[config.mk]
export PLATFORM = sky130hd
export DESIGN_NAME = ovn_div
export DESIGN_NICKNAME = d
export VERILOG_FILES = /design/src/design/ovn_pkg.sv /design/src/design/ovn_div.sv
export SDC_FILE = /design/constraint.sdc
export NUM_CORES = 1
export LEC_CHECK = 0
export BUFFER_PORTS_ARGS = -buffer_cell sky130_fd_sc_hd__buf_2
export CORE_MARGIN = 5
export CORE_UTILIZATION = 40
export DETAILED_ROUTE_END_ITERATION = 8
export GPL_TIMING_DRIVEN = 0
export PLACE_DENSITY_LB_ADDON = 0.25
export SLEW_MARGIN = 0
export SYNTH_ARGS = -nofsm -noshare
export SYNTH_HDL_FRONTEND = slang
export SYNTH_SLANG_ARGS = --single-unit
[constraint.sdc]
create_clock -name i_clk -period 6.15 [get_ports i_clk]
set_input_delay 0.3075 -clock i_clk [delete_from_list [all_inputs] [get_ports i_clk]]
set_output_delay 0.3075 -clock i_clk [all_outputs]
set_load 0.02 [all_outputs]
[src/design/ovn_pkg.sv]
`default_nettype none
package ovn_pkg;

    localparam int GRID_SIZE  = 64;
    localparam int GRID_LG    = $clog2(GRID_SIZE);
    localparam int COORD_W    = GRID_LG;
    localparam int ADDR_W     = 2 * COORD_W;
    localparam int CELLS      = GRID_SIZE * GRID_SIZE;
    localparam int SEED_W     = 16;
    localparam int NOISE_W    = 16;
    localparam int FRAC_W     = 16;
    localparam int OCT_W      = 3;
    localparam int BIAS_W     = 16;
    localparam int BIAS_FRAC  = 8;
    localparam int CFG_IDX_W  = 1;
    localparam int CFG_DATA_W = 16;
    localparam int W_W        = 48;
    localparam int ACC_W      = 64;
    localparam int DVD_W      = 64;
    localparam int CNT_W      = 7;
    localparam int OPA_W      = FRAC_W + 1;
    localparam int OPB_W      = 16;
    localparam int PROD_W     = OPA_W + OPB_W;
    localparam int NUM_WT     = GRID_LG;
    localparam int WDIV_LEN   = W_W + BIAS_FRAC;

    typedef logic [COORD_W-1:0] t_coord;
    typedef logic [OCT_W-1:0]   t_oct;
    typedef logic [SEED_W-1:0]  t_seed;
    typedef logic [W_W-1:0]     t_wt;
    typedef logic [CNT_W-1:0]   t_cnt;
    typedef logic [BIAS_W-1:0]  t_bias;

    localparam logic [CFG_IDX_W-1:0] REG_OCTAVE_COUNT = 1'b0;
    localparam logic [CFG_IDX_W-1:0] REG_BIAS         = 1'b1;

    localparam logic FUNC_LOAD  = 1'b0;
    localparam logic FUNC_QUERY = 1'b1;

    localparam t_oct             OCT_RST   = 3'd1;
    localparam t_bias            BIAS_RST  = 16'd512;
    localparam t_bias            BIAS_MIN  = 16'd64;
    localparam t_oct             GRID_LG_O = t_oct'(GRID_LG);
    localparam logic [OPA_W-1:0] ONE_Q16   = 17'h1_0000;
    localparam t_wt              W_INIT    = 48'h0001_0000_0000;

    typedef struct packed {
        logic                 start;
        logic [W_W-1:0]       rem;
        logic [DVD_W-1:0]     dvd;
        logic [W_W-1:0]       dsr;
        logic [CNT_W-1:0]     len;
    } t_div_req;

    typedef struct packed {
        logic                 busy;
        logic                 done;
        logic [W_W-1:0]       quo;
    } t_div_rsp;

endpackage
`default_nettype wire

[src/design/ovn_div.sv]
`default_nettype none
module ovn_div (
    input  wire logic               i_clk,
    input  wire logic               i_rst_n,
    input  wire ovn_pkg::t_div_req  i_req,
    output ovn_pkg::t_div_rsp       o_rsp
);

    logic                           r_busy;
    logic                           r_done;
    ovn_pkg::t_cnt                  r_cnt;
    logic [ovn_pkg::W_W-1:0]        r_rem;
    logic [ovn_pkg::W_W-1:0]        r_dsr;
    logic [ovn_pkg::W_W-1:0]        r_q;
    logic [ovn_pkg::DVD_W-1:0]      r_dvd;

    logic [ovn_pkg::W_W:0]          trial;
    logic [ovn_pkg::W_W:0]          diff;
    logic                           take;
    logic [ovn_pkg::W_W-1:0]        n_rem;

    // one quotient bit per cycle, restoring
    assign trial = {r_rem, r_dvd[ovn_pkg::DVD_W-1]};
    assign diff  = trial - {1'b0, r_dsr};
    assign take  = (trial >= {1'b0, r_dsr});
    assign n_rem = take ? diff[ovn_pkg::W_W-1:0] : trial[ovn_pkg::W_W-1:0];

    always_ff @(posedge i_clk) begin
        if (!i_rst_n) begin
            r_busy <= 1'b0;
            r_done <= 1'b0;
            r_cnt  <= '0;
        end else begin
            r_done <= 1'b0;
            if (i_req.start) begin
                r_busy <= 1'b1;
                r_cnt  <= i_req.len;
            end else if (r_busy) begin
                r_cnt <= r_cnt - ovn_pkg::t_cnt'(1);
                if (r_cnt == ovn_pkg::t_cnt'(1)) begin
                    r_busy <= 1'b0;
                    r_done <= 1'b1;
                end
            end
        end
    end

    always_ff @(posedge i_clk) begin
        if (i_req.start) begin
            r_rem <= i_req.rem;
            r_dvd <= i_req.dvd;
            r_dsr <= i_req.dsr;
            r_q   <= '0;
        end else if (r_busy) begin
            r_rem <= n_rem;
            r_dvd <= {r_dvd[ovn_pkg::DVD_W-2:0], 1'b0};
            r_q   <= {r_q[ovn_pkg::W_W-2:0], take};
        end
    end

    assign o_rsp.busy = r_busy;
    assign o_rsp.done = r_done;
    assign o_rsp.quo  = r_q;

endmodule
`default_nettype wire

## Word level (Yosys, flattened, before mapping)

Index checks and enable logic that the tools add are counted.

- Flip-flop bits (word level): 217
- Latch bits: 0
- Memory bits (writable): 0
- Memory bits (read-only): 0
- Bits of input ports: 170
- Output and inout bits: 50
- Memories: 0

- Add/sub/neg operators: 2
- Multipliers: 0
- Divide/modulo/power cells: 0
- Magnitude comparators: 1
- Equality and inequality tests: 1
- Shifts and indexed selects: 0
- Muxes and demuxes: 11
- Bitwise gates (word level): 2
- Reduce and logical (&&, ||, !) cells: 2

Operator list:

| cell | number |
|---|---|
| 48-bit 2-to-1 mux | 3 |
| 64-bit 2-to-1 mux | 2 |
| 49-bit by 48-bit greater-or-equal comparator with 1-bit output | 1 |
| 48-bit subtractor | 1 |
| 7-bit 2-to-1 mux | 2 |
| 7-bit by 1-bit equality test with 1-bit output, second input constant | 1 |
| 7-bit by 1-bit subtractor with 7-bit output, second input constant | 1 |
| 1-bit 2-to-1 mux | 4 |
| 3-bit OR reduction | 1 |
| 1-bit NOT | 2 |
| 2-bit nonzero test | 1 |

## Depth between registers and ports, before layout

Gate-level depths: netlist (run 1).

- Depth in word-level cells: 4
- Gate-level depth with buffers: 15
- Mapped depth without buffers: 14

## Worst setup path before layout (run 1)

OpenSTA, ideal clock, no wires.

- Path kind: reg2reg
- From: register r_dvd[63] (netlist bit)
- To: register r_rem[44] (netlist bit) (data pin)
- Library setup time: 0.260 ns
- Arrival: 3.037 ns
- Data required time: 5.890 ns
- Path slack: 2.853 ns
- Stages on the path, launching flop included: 15
- Path buffers: 0
- Clock period less this slack: 3.297 ns
- Path through: edfxtp_1 -> inv_1 -> ha_1 -> inv_1 -> fa_1 -> a21o_1 -> a221oi_2 -> nor3_1 -> or2_1 -> a221o_1 -> a31oi_1 -> o21ai_1 -> xnor2_1 -> o21ai_1 -> mux2_2

- Word-level cells in the longest chain between the ends: 4

RTL lines:

| element | line | RTL |
|---|---|---|
| start: declaration | ovn_div.sv:15 | `logic [ovn_pkg::DVD_W-1:0] r_dvd;` |
| start signal: assignment | ovn_div.sv:51 | `r_dvd <= i_req.dvd;` |
| start signal: assignment | ovn_div.sv:56 | `r_dvd <= {r_dvd[ovn_pkg::DVD_W-2:0], 1'b0};` |
| 48-bit subtractor / 49-bit by 48-bit greater-or-equal comparator with 1-bit output (equally long branches) | ovn_div.sv:24, ovn_div.sv:25 |  |
| 48-bit 2-to-1 mux (*) | ovn_div.sv:26 | `assign n_rem = take ? diff[ovn_pkg::W_W-1:0] : trial[ovn_pkg::W_W-1:0];` |
| 48-bit 2-to-1 mux (*) | ovn_div.sv:54 | `end else if (r_busy) begin` |
| 48-bit 2-to-1 mux (*) | ovn_div.sv:49 | `if (i_req.start) begin` |
| end signal: assignment | ovn_div.sv:50 | `r_rem <= i_req.rem;` |
| end signal: assignment | ovn_div.sv:55 | `r_rem <= n_rem;` |
| end: declaration | ovn_div.sv:12 | `logic [ovn_pkg::W_W-1:0] r_rem;` |

Every way passes the cells marked *; elsewhere a longest branch is shown, timed or not. The select of a mux whose other input is x is not followed.
A chain may end at the register's enable or synchronous reset.

## Worst setup path after layout (run 1)

Same ends and word-level chain as after synthesis.

==> summary.md, run 1 <==
| Metric | Value |
|---|---|
| Avg Cell Area, Syn | 11.0 um2 |
| Worst slew margin relative to its limit | 0.214 |
| CTS max path bufs | 3 |
| Postcts setup bufs | 0 |
| Max Slew Vio Count | 0 |
| CP Launch Type | flop |
| Setup Skew | ~0.0085 ns |
| GPL Wtd Cong | 0.880 |
| Inserted Clock Buffers | 25 |
| Max-Cap Viols | 0 |
| Worst skew pair latency | approximately 0.54 ns |
| Vias in the first global route | just under 9,000 |
| Synth area leaders | edfxtp_1 41%, dfxtp_1 9.8%, mux2_2 8.0%, ha_1 5.4%, mux2i_1 5.1% |
| Syn_nets | 1,279 |
| Outcome | completed |
| Clock slew at the register clock pins of the worst setup and hold paths | approximately 0.060 ns |
| Final core utilization | 0.508 |
| Leak | 0.00625 uW |
| Synth Area in Compound Gates | 0.121 |
| DR pass1 iterations | 5 |
| Hold path cells | 2 |
| Antenna viol nets, final | 0 |
| Hold EP | r_dvd[0] |
| Final setup viols | 0 |
| Final hold violation count | 0 |
| Synth area leader | edfxtp_1 |
| CTS tree | yes |
| Hold path start | i_req[55] |
| Gr ovfl total | 0 |
| Ys Warns | 0 |
| Worst EP required | between 6 and 7 ns |
| Number of synthesized flops with an enable pin | between 150 and 200 |
| Largest net degree at the start of global routing | between 60 and 70 |
| Peak Freq | 257 MHz |
| Worst VDD drop | 0.270 mV |
| Adder-cell share of the synthesized area | 0.0555 |
| First-pass GRT wire length | a little under 50 mm |
| Die X | roughly 180 um |
| RSZ-0062 raised after global routing | false |
| Core Box Area | roughly 29,000 um2 |
| Endpoint type of the worst setup path | flop |
| Initial Util | 0.405 |
| WL/cell | between 15 and 20 um |
| Cell Rows | 62 |
| Share of flip-flops with an asynchronous set or reset | 0 |
| Post-Syn Area | between 10,000 and 15,000 um2 |
| Routed vias/inst | around 5.0 |
| Reg-to-reg endpoint | r_rem[44] |
| Number of antenna violations at the first check in global routing | 5 |
| Ports | 220 |
| Post-synthesis mux area share | 0.131 |
| Netlist cell types | slightly above 60 |
| Setup TNS | 0 ns |
| Most common cell after layout, fill and taps aside | buf_2 |
| Final setup margin | 2.27 ns |
| Final worst-path cycle share | 0.632 |
| Largest family of logic cells by synthesized area | multiplexers |
| Area Overhead vs Synth | 25.3% |
| Share of layout cells above drive strength 1 | 0.267 |
| Nets | ~1,600 |
| Reg2Reg Depth | 14 |
| Sequential-to-total area share from yosys stat | 0.511 |
| Cells after DPL | 1,662 |
| FF-to-FF Start | r_dvd[63] |
| Most used DFF post-synth | edfxtp_1 |
| Synth Instances | between 1,000 and 1,500 |
| Fin Hold WS | around 0.058 ns |
| Hold crit path type | primary input to flop |
| Minimum clock period | 3.88 ns |
| Post-Synth XOR/XNOR Area | 0.0361 |
| WL final | 30.6 mm |
| Critical Path AT | around 4.2 ns |
| Cell Count, Final, Fillers Out | ~1,800 |
| Most frequent cells in the layout | 226 x buf_2, 160 x edfxtp_1, 97 x nor2_1 |
| CP Class | flop to flop |
| R2R Setup Slk | ~2.3 ns |
| Register bit total from synthesis | about 220 |
| Die area | 32,600 um2 |
| CTS root buf | clkbuf_16 |
| Worst-margin pin slew | 1.18 ns |
| IO Port Bufs | around 220 |
| DR DRC count | 0 |
| H-tree depth | 1 |
| Clock tree sinks | around 220 |
| Routed vias | 8,840 |
| DP Wirelength | 22.3 mm |
| Ratio of total power to cell area | ~380 nW/um2 |
| Crit-path max FO | 4 |
| Synth Area in Simple Gates | 0.0986 |
| Post-place setup slack | ~2.3 ns |
| Post-synth top area share | 0.413 |
| Tot GR Track Use | 0.182 |
| Die height | between 150 and 200 um |
| DR iter-0 viols | between 400 and 500 |
## cell families (layout without fill, tap and decap cells)
group,count (synthesis),after routing
mux,142,142
simple gates,241,241
buf+inv,132,447
flops,217,217
compound gates,227,227
xor+xnor,48,48
fa+ha+maj,51,51
other cells,0,2
## metal layers
layer	wire length, um	GRT usage	share of wire
met1	13700	0.242	0.45
met5	41	0	0.0013
met2	14100	0.299	0.46
met3	1930	0.0466	0.063
met4	768	0.0457	0.025
## sequential cells by signal, summed over array words and instances (netlist names)
signal / cells
r_busy: 1
r_cnt: 7
r_rem: 48
r_done: 1
r_q: 48
r_dvd: 64
r_dsr: 48
## cell type report
cell class                      instances  area, um2
Clock inverter                          4       35.0
Tap cell                              384        480
Multi-Input combinational cell        709       5150
Sequential cell                       217       5950
Antenna cell                            2       5.00
Clock buffer                           42        805
Fill cell                            2678      14100
Buffer                                 56        253
Inverter                               76        285
Timing Repair Buffer                  269       1610
## per-stage QoR
| stage | area [um2] | power [uW] |
|---|---|---|
| after floorplan | 11600 | 3480 |
| after global placement | 13200 | 3960 |
| after detailed placement | 13200 | 3980 |
| after CTS | 14600 | 5540 |
| after global routing | 14600 | 5850 |
| final | 14600 | 5500 |
## how the worst max path moves through the flow
stage                          start         to  slack [ns]
after floorplan            r_dvd[63]  r_rem[44]        2.85
after global placement    i_req[167]  r_dvd[58]        1.60
after detailed placement   r_dvd[63]  r_rem[44]        2.31
after CTS                  r_dvd[63]  r_rem[44]        2.28
after global routing       r_dvd[63]  r_rem[44]        2.06
final                      r_dvd[63]  r_rem[44]        2.27
## synthesized netlist by cell type (all sizes together) (6+ instances only)
master    n
clkbuf   34
nor2     98
nor3b     8
o21ai    53
xnor2    27
edfxtp  160
and2      9
dfxtp    57
mux2     83
nor2b     7
o21a      6
nand3    15
nor3      7
a31oi     7
a21oi    83
a211oi    6
nor4      7
a21o     29
ha       50
nand2    57
buf      22
a221o     8
o21bai   14
xor2     21
nand4    13
mux2i    59
inv      76
## power by group
| part | internal [uW] | leakage, uW | switching [uW] | total, uW |
|---|---|---|---|---|
| Combinational | 880 | 0.00378 | 1160 | 2050 |
| Clock | 894 | 0.000416 | 611 | 1510 |
| Sequential | 1840 | 0.00206 | 104 | 1950 |
| Total | 3620 | 0.00625 | 1880 | 5500 |
## worst max-delay path: stages, from the launching register on
cell and delay [ns]:
edfxtp_1 0.39, inv_1 0.07, ha_1 0.16, inv_1 0.06, fa_1 0.41, a21o_1 0.24
a221oi_2 0.39, nor3_1 0.12, or2_1 0.31, a221o_1 0.47, a31oi_1 0.40, o21ai_1 0.13
xnor2_1 0.16, o21ai_1 0.08, mux2_2 0.25
## timing repair
item                                   CTS  global route
endpoints found under the hold margin   49             0
gates resized for setup                  0             0
hold buffers                            49             0
Power figures use the tool's default switching activity.
==> run 2, diff against run 1 <==
==> constraint.sdc (replaced) <==
create_clock -name i_clk -period 3.29 [get_ports i_clk]
set_input_delay 0.1645 -clock i_clk [delete_from_list [all_inputs] [get_ports i_clk]]
set_output_delay 0.1645 -clock i_clk [all_outputs]
set_load 0.02 [all_outputs]
==> run 2 against run 1 <==
Maximum frequency is 13% higher. Combinational power grew 130%. Largest cell class unchanged. Via count grew 8.1%. First-iteration DRC count up 7.6%. Sequential cell count unchanged. Count of clock-buffer cells in the layout decreased by 4. Final cell count up 8.1%. Global-route usage grew 1.3 points. Critical path depth decreased by 2. The run now ends with setup timing left. Highest routed layer unchanged.
==> summary.md, run 2 (same netlist as run 1, synthesis figures left out) <==
| Metric | Value |
|---|---|
| Antenna viol nets, final | 0 (unchanged) |
| Routed vias/inst | 5.02 (about the same) |
| Initial Util | 0.405 (unchanged) |
| CTS tree | yes |
| Worst EP required | 3.58 ns (-2.86 ns) |
| CP Class | flop to flop |
| GR peak layer | met2 |
| WL final | 33.1 mm (+8.2%) |
| Setup Skew | 0.0116 ns (+0.00304 ns) |
| Worst Setup SP | r_rem[0] |
| GR Layer Usage met2 | 0.336 (+0.0374) |
| CP Cell Sequence | ha_1 > nor2b_4 > o31a_1 > o2111ai_4 > a2111oi_4 > o21ai_2 > o31a_1 > buf_4 > o21bai_4 > a21oi_2 > xnor2_1 > a221o_1 |
| Worst slew margin relative to its limit | 0.206 (-0.00867) |
| Part of the power in the clock network | 0.253 (-0.021) |
| First-pass GRT wire length | 52.3 mm (+8.0%) |
| DR DRC count | 0 (unchanged) |
| Fin Hold WS | 0.0345 ns (-0.0231 ns) |
| Clock slew at the register clock pins of the worst setup and hold paths | 0.06 ns (about the same) |
| Minimum clock period | 3.43 ns (-0.454 ns) |
| CTS root buf | clkbuf_16 |
| Post-layout power | 11,300 uW (+100%) |
| Most frequent cells in the layout | 219 x buf_2, 167 x dlygate4sd3_1, 160 x edfxtp_1 |
| Share of layout cells above drive strength 1 | 0.298 (+0.0311) |
| Largest net degree at the start of global routing | 62 (-4.6%) |
| Nets | 1,716 (+9.0%) |
| Worst VDD drop | 0.385 mV (+42%) |
| Worst skew pair latency | 0.55 ns (about the same) |
| Final core utilization | 0.574 (+0.0662) |
| Fin area | 16,500 um2 (+13%) |
| Final setup margin | -0.141 ns (-2.41 ns) |
| IO Port Bufs | 219 (unchanged) |
| M1 GR Usage | 0.247 (+0.00547) |
| WL/cell | 17.4 um (about the same) |
| Final hold violation count | 0 (unchanged) |
| Worst-margin pin slew | 1.19 ns (+0.0130 ns) |
| Seq pwr share | 0.326 (-0.028) |
| Placed inst area | 13,200 um2 (unchanged) |
| P_int | 7370 uW (+100%) |
| Peak Freq | 291 MHz (+13%) |
| Most common cell after layout, fill and taps aside | buf_2 |
| Core Box Area | 28,700 um2 (unchanged) |
| FILL cells | 2,462 (-8.1%) |
| Die area | 32,600 um2 (unchanged) |
| Most frequent CP cell | o31a_1 |
| CP bufs+invs | 1 (-1) |
| Outcome | finished with violations |
| CP delay by family, top | compound AO/OA/AOI/OAI gates |
| Switching portion of total power | 0.346 (+0.00414) |
| Final setup viols | 42 (+42) |
| CTS max path bufs | 3 (unchanged) |
| Area Overhead vs Synth | 41.6% |
| Violated checks | setup timing |
| Crit-path max FO | 4 (unchanged) |
| Endpoint type of the worst setup path | flop |
| Comb pwr share | 0.422 (+0.050) |
| Slowest-stage cell, CP | a2111oi_4 |
| Max Slew Vio Count | 0 (unchanged) |
| Gr ovfl total | 0 (unchanged) |
| DR pass1 iterations | 5 (unchanged) |
| Net switching power | 3900 uW (+110%) |
| GPL Wtd Cong | 0.888 (+0.93%) |
| FF-to-FF Start | r_rem[0] |
| Critical Path AT | 3.72 ns (-0.45 ns) |
| Vias in the first global route | 9,884 (+11%) |
| Final worst-path cycle share | 1.04 (+0.411) |
| Number of antenna violations at the first check in global routing | 5 (unchanged) |
| Leak | 0.00699 uW (+12%) |
| CP Launch Type | flop |
| Die height | 181 um (unchanged) |
| RSZ-0062 raised after global routing | true |
| Met3 usage | 0.0436 (-0.00303) |
| Largest Register | r_dvd |
| Ratio of total power to cell area | 684 nW/um2 (+81%) |
| Die X | 181 um (unchanged) |
| Largest register FFs | 64 (unchanged) |
| Inserted Clock Buffers | 27 (+8.0%) |
| Max-Cap Viols | 0 (unchanged) |
| DR iter-0 viols | 468 (+7.6%) |
| Tot GR Track Use | 0.195 (+0.0128) |
| Cell Rows | 62 (unchanged) |
| Ports | 220 (unchanged) |
| DP Wirelength | 22.6 mm (+1.2%) |
| Hold path start | i_req[166] |
| Crit path largest cell delay | 0.48 ns (about the same) |
| Hold crit path type | primary input to flop |
| Post-place setup slack | -0.461 ns (-2.77 ns) |
| H-tree depth | 1 (unchanged) |
| Routed vias | 9,552 (+8.1%) |
| Clock tree sinks | 217 (unchanged) |
-- run 2: cell types whose count changed in the layout (fill, tap and decap cells not counted), moves of 7 or more --
cell / previous run / this run
nand2_1: 57 / 49
o21ai_2: 1 / 10
ha_1: 50 / 36
ha_2: 0 / 7
a21oi_1: 83 / 76
buf_4: 3 / 25
clkbuf_1: 42 / 35
buf_2: 226 / 219
dlygate4sd3_1: 49 / 167
a21oi_2: 0 / 7
ha_4: 0 / 7
o21ai_0: 39 / 29
-- run 2: worst min-delay path, cell delays in order --
cell and delay [ns]:
buf_2 0.07, nor2b_1 0.04, nor3_1 0.17
-- run 2: repair_timing --
item / CTS / global route
pin swaps: 15 / 21
gates resized for setup: 37 / 88
hold buffers: 167 / 0
hold endpoints to repair: 167 / 0
gates cloned: 0 / 1
setup endpoints to repair: 49 / 48
setup buffers: 7 / 20
-- run 2: stage by stage --
| step | instances | TNS (ns) |
|---|---|---|
| final | 1902 | -3.72 |
| after global routing | 1902 | -8.94 |
| after CTS | 1885 | -2.76 |
| after detailed placement | 1662 | -21.17 |
| after global placement | 1661 | -144.77 |
| after floorplan | 1058 | 0 |
-- run 2: area by class of cell --
type / count / area, um2 / area share
repair buffers: 415 / 3050 / 0.185
clock buffers: 38 / 791 / 0.0480
well taps: 384 / 480 / 0.0292
multi-input cells: 709 / 5550 / 0.337
plain buffers: 49 / 292 / 0.0177
diodes: 3 / 7.51 / 0.000456
inverters: 76 / 285 / 0.0173
flip-flops and latches: 217 / 5950 / 0.361
clock inverters: 11 / 66.3 / 0.00403
-- run 2: power groups by stage --
stage,sequential [uW],combinational [uW],clock [uW]
floorplan,3620,2880,0
global placement,3690,3710,0
detailed placement,3690,3740,0
CTS,3650,4150,2930
global route,3710,5230,3020
finish,3670,4750,2850
-- run 2: path summary, 6_finish.rpt --
check / to / slack [ns] / cells after the start
worst min register to register: r_q[0] / 0.50 / 2
worst max register to register: r_rem[43] / -0.14 / 12
worst min-delay path: r_rem[47] / 0.03 / 3
worst max-delay path: r_rem[43] / -0.14 / 12
-- run 2: layer usage --
metal	vias up	share of wire
li1	4706	-
met1	4527	0.43
met2	250	0.49
met3	67	0.055
met4	2	0.030
met5	-	0.00042
==> run 3, diff against run 2 <==
--- a/config.mk
+++ b/config.mk
@@ -11,7 +11,6 @@
 export DETAILED_ROUTE_END_ITERATION = 8
 export GPL_TIMING_DRIVEN = 0
 export PLACE_DENSITY_LB_ADDON = 0.25
-export SLEW_MARGIN = 0
 export SYNTH_ARGS = -nofsm -noshare
 export SYNTH_HDL_FRONTEND = slang
 export SYNTH_SLANG_ARGS = --single-unit
==> constraint.sdc (replaced) <==
create_clock -name i_clk -period 2.8 [get_ports i_clk]
set_input_delay 0.14 -clock i_clk [delete_from_list [all_inputs] [get_ports i_clk]]
set_output_delay 0.14 -clock i_clk [all_outputs]
set_load 0.02 [all_outputs]
==> run 3 against run 2 <==
Total power rose by 24%. Worst setup slack got worse by 0.51 ns. Register-to-register slack got worse by 0.51 ns. Critical path type unchanged. Final area rose by 2.6%. Sequential cell count did not move. Clock power rose by 26%. The flow still finishes with violations (setup timing). Clock skew barely moved. Final cell count rose by 0.74%. Sequential power rose by 17%. Worst hold slack improved by 0.0061 ns.
==> summary.md, run 3 (same netlist as run 1, synthesis figures left out) <==
| Metric | Value |
|---|---|
| Worst EP required | 3.10 ns (-0.48 ns) |
| GR Layer Usage met2 | 0.333 (-0.00286) |
| Final setup margin | -0.646 ns (-0.505 ns) |
| Tot GR Track Use | 0.196 (+0.00147) |
| Max-Cap Viols | 0 (unchanged) |
| First-pass GRT wire length | 52.3 mm (about the same) |
| Core Box Area | 28,700 um2 (unchanged) |
| DR DRC count | 0 (unchanged) |
| Final worst-path cycle share | 1.23 (+0.188) |
| Die X | 181 um (unchanged) |
| Hold crit path type | primary input to flop |
| Critical Path AT | 3.75 ns (+0.03 ns) |
| CTS tree | yes |
| Outcome | finished with violations |
| Placed inst area | 13,300 um2 (+0.39%) |
| DR iter-0 viols | 576 (+23%) |
| CP Class | flop to flop |
| GR peak layer | met2 |
| Setup Skew | 0.0120 ns (+0.000446 ns) |
| RSZ-0062 raised after global routing | true |
| DR pass1 iterations | 5 (unchanged) |
| Routed vias/inst | 5.01 (-0.18%) |
| Minimum clock period | 3.45 ns (+0.0151 ns) |
| Nets | 1,728 (+0.70%) |
| GPL Wtd Cong | 0.892 (+0.47%) |
| Met3 usage | 0.0400 (-0.00363) |
| Most frequent cells in the layout | 218 x buf_2, 167 x dlygate4sd3_1, 160 x edfxtp_1 |
| Vias in the first global route | 9,714 (-1.7%) |
| Clock tree sinks | 217 (unchanged) |
| Ports | 220 (unchanged) |
| Share of layout cells above drive strength 1 | 0.313 (+0.0151) |
| Leak | 0.00718 uW (+2.7%) |
| Crit-path max FO | 7 (+3) |
| Violated checks | setup timing |
| CTS root buf | clkbuf_16 |
| Final setup viols | 49 (+17%) |
| Number of antenna violations at the first check in global routing | 4 (-1) |
| Endpoint type of the worst setup path | flop |
| Worst slew margin relative to its limit | 0.342 (+0.136) |
| Routed vias | 9,605 (+0.55%) |
| Cell Rows | 62 (unchanged) |
| CP Launch Type | flop |
| Peak Freq | 290 MHz (-0.44%) |
| IO Port Bufs | 219 (unchanged) |
| Die area | 32,600 um2 (unchanged) |
| Antenna viol nets, final | 0 (unchanged) |
| Worst VDD drop | 0.515 mV (+34%) |
| Largest net degree at the start of global routing | 58 (-6.5%) |
| Final hold violation count | 0 (unchanged) |
| M1 GR Usage | 0.256 (+0.00806) |
| Worst-margin pin slew | 0.987 ns (-0.205 ns) |
| WL final | 33.9 mm (+2.6%) |
| Die height | 181 um (unchanged) |
| Most common cell after layout, fill and taps aside | buf_2 |
| WL/cell | 17.7 um (+1.9%) |
| Ratio of total power to cell area | 827 nW/um2 (+21%) |
| Fin area | 16,900 um2 (+2.6%) |
| Max Slew Vio Count | 0 (unchanged) |
| DP Wirelength | 22.3 mm (-1.4%) |
| Inserted Clock Buffers | 27 (unchanged) |
| Gr ovfl total | 0 (unchanged) |
| H-tree depth | 1 (unchanged) |
| CTS max path bufs | 3 (unchanged) |
| Post-layout power | 14,000 uW (+24%) |
| Clock slew at the register clock pins of the worst setup and hold paths | 0.06 ns (about the same) |
| Largest Register | r_dvd |
| Worst skew pair latency | 0.55 ns (about the same) |
| Area Overhead vs Synth | 45.3% |
| Largest register FFs | 64 (unchanged) |
| Initial Util | 0.405 (unchanged) |
-- run 3: cell count changes in the layout (fill, tap and decap cells not counted), moves of 3 or more --
cell	delta
bufinv_16	+3
ha_2	-7
nor3b_1	-7
buf_12	+5
a21oi_2	+9
a21oi_4	+3
nor3b_2	+7
a21oi_1	-12
ha_1	+6
clkbuf_16	+3
-- run 3: worst max-delay path, stage by stage, from the launching register on --
cell and delay [ns]:
edfxtp_1 0.45, ha_4 0.31, nor2b_4 0.13, o31a_1 0.26, o2111ai_4 0.18, a2111oi_4 0.37
buf_4 0.19, o21ai_4 0.07, o31a_1 0.35, o21ai_4 0.21, buf_12 0.18, clkbuf_16 0.16
nor3b_2 0.04, a221o_1 0.28
-- run 3: what timing repair did --
item                       4_1_cts  5_1_grt
hold endpoints to repair       167        0
pin swaps                       14       38
setup endpoints to repair       49      106
buffers inserted                13       19
hold buffers                   167        0
gates cloned                     1        5
resized for setup               45       94
-- run 3: cell type report --
| type | count | area [um2] |
|---|---|---|
| clock inverters | 12 | 148 |
| flip-flops and latches | 217 | 5950 |
| plain buffers | 51 | 322 |
| multi-input cells | 709 | 5680 |
| diodes | 4 | 10.0 |
| well taps | 384 | 480 |
| fillers | 2425 | 11800 |
| clock buffers | 38 | 779 |
| repair buffers | 425 | 3250 |
| inverters | 76 | 285 |
-- run 3: worst paths after layout --
path	endpoint	startpoint	depth (start not counted)	slack (ns)
hold / removal	r_rem[15]	i_req[134]	3	0.04
setup reg to reg	r_rem[42]	r_rem[0]	13	-0.65
hold reg to reg	r_q[33]	r_q[33]	2	0.51
setup / recovery	r_rem[42]	r_rem[0]	13	-0.65
-- run 3: per-stage QoR --
step,hold slack (ns),instances,setup slack (ns),utilization,TNS (ns)
floorplan,0.239,1058,-0.356,-,-7.56
global placement,0.318,1661,-1.63,0.462,-238.17
detailed placement,0.318,1662,-0.920,0.463,-101.10
CTS,0.00907,1892,-0.660,0.566,-29.76
global route,0.0133,1916,-0.751,0.589,-33.89
finish,0.0406,1916,-0.646,0.589,-28.43
-- run 3: power by group --
| part | internal, uW | switching [uW] | leakage, uW | total [uW] |
|---|---|---|---|---|
| sequential | 4050 | 260 | 0.00206 | 4310 |
| clock | 2220 | 1380 | 0.000450 | 3600 |
| combinational | 2920 | 3150 | 0.00467 | 6060 |
-- run 3: metal layers --
layer	vias to the layer above	wire, um	share of wire
li1	4739	-	-
met1	4527	14600	0.43
met2	283	16600	0.49
met3	56	1970	0.058
met4	0	765	0.023
met5	-	0	0
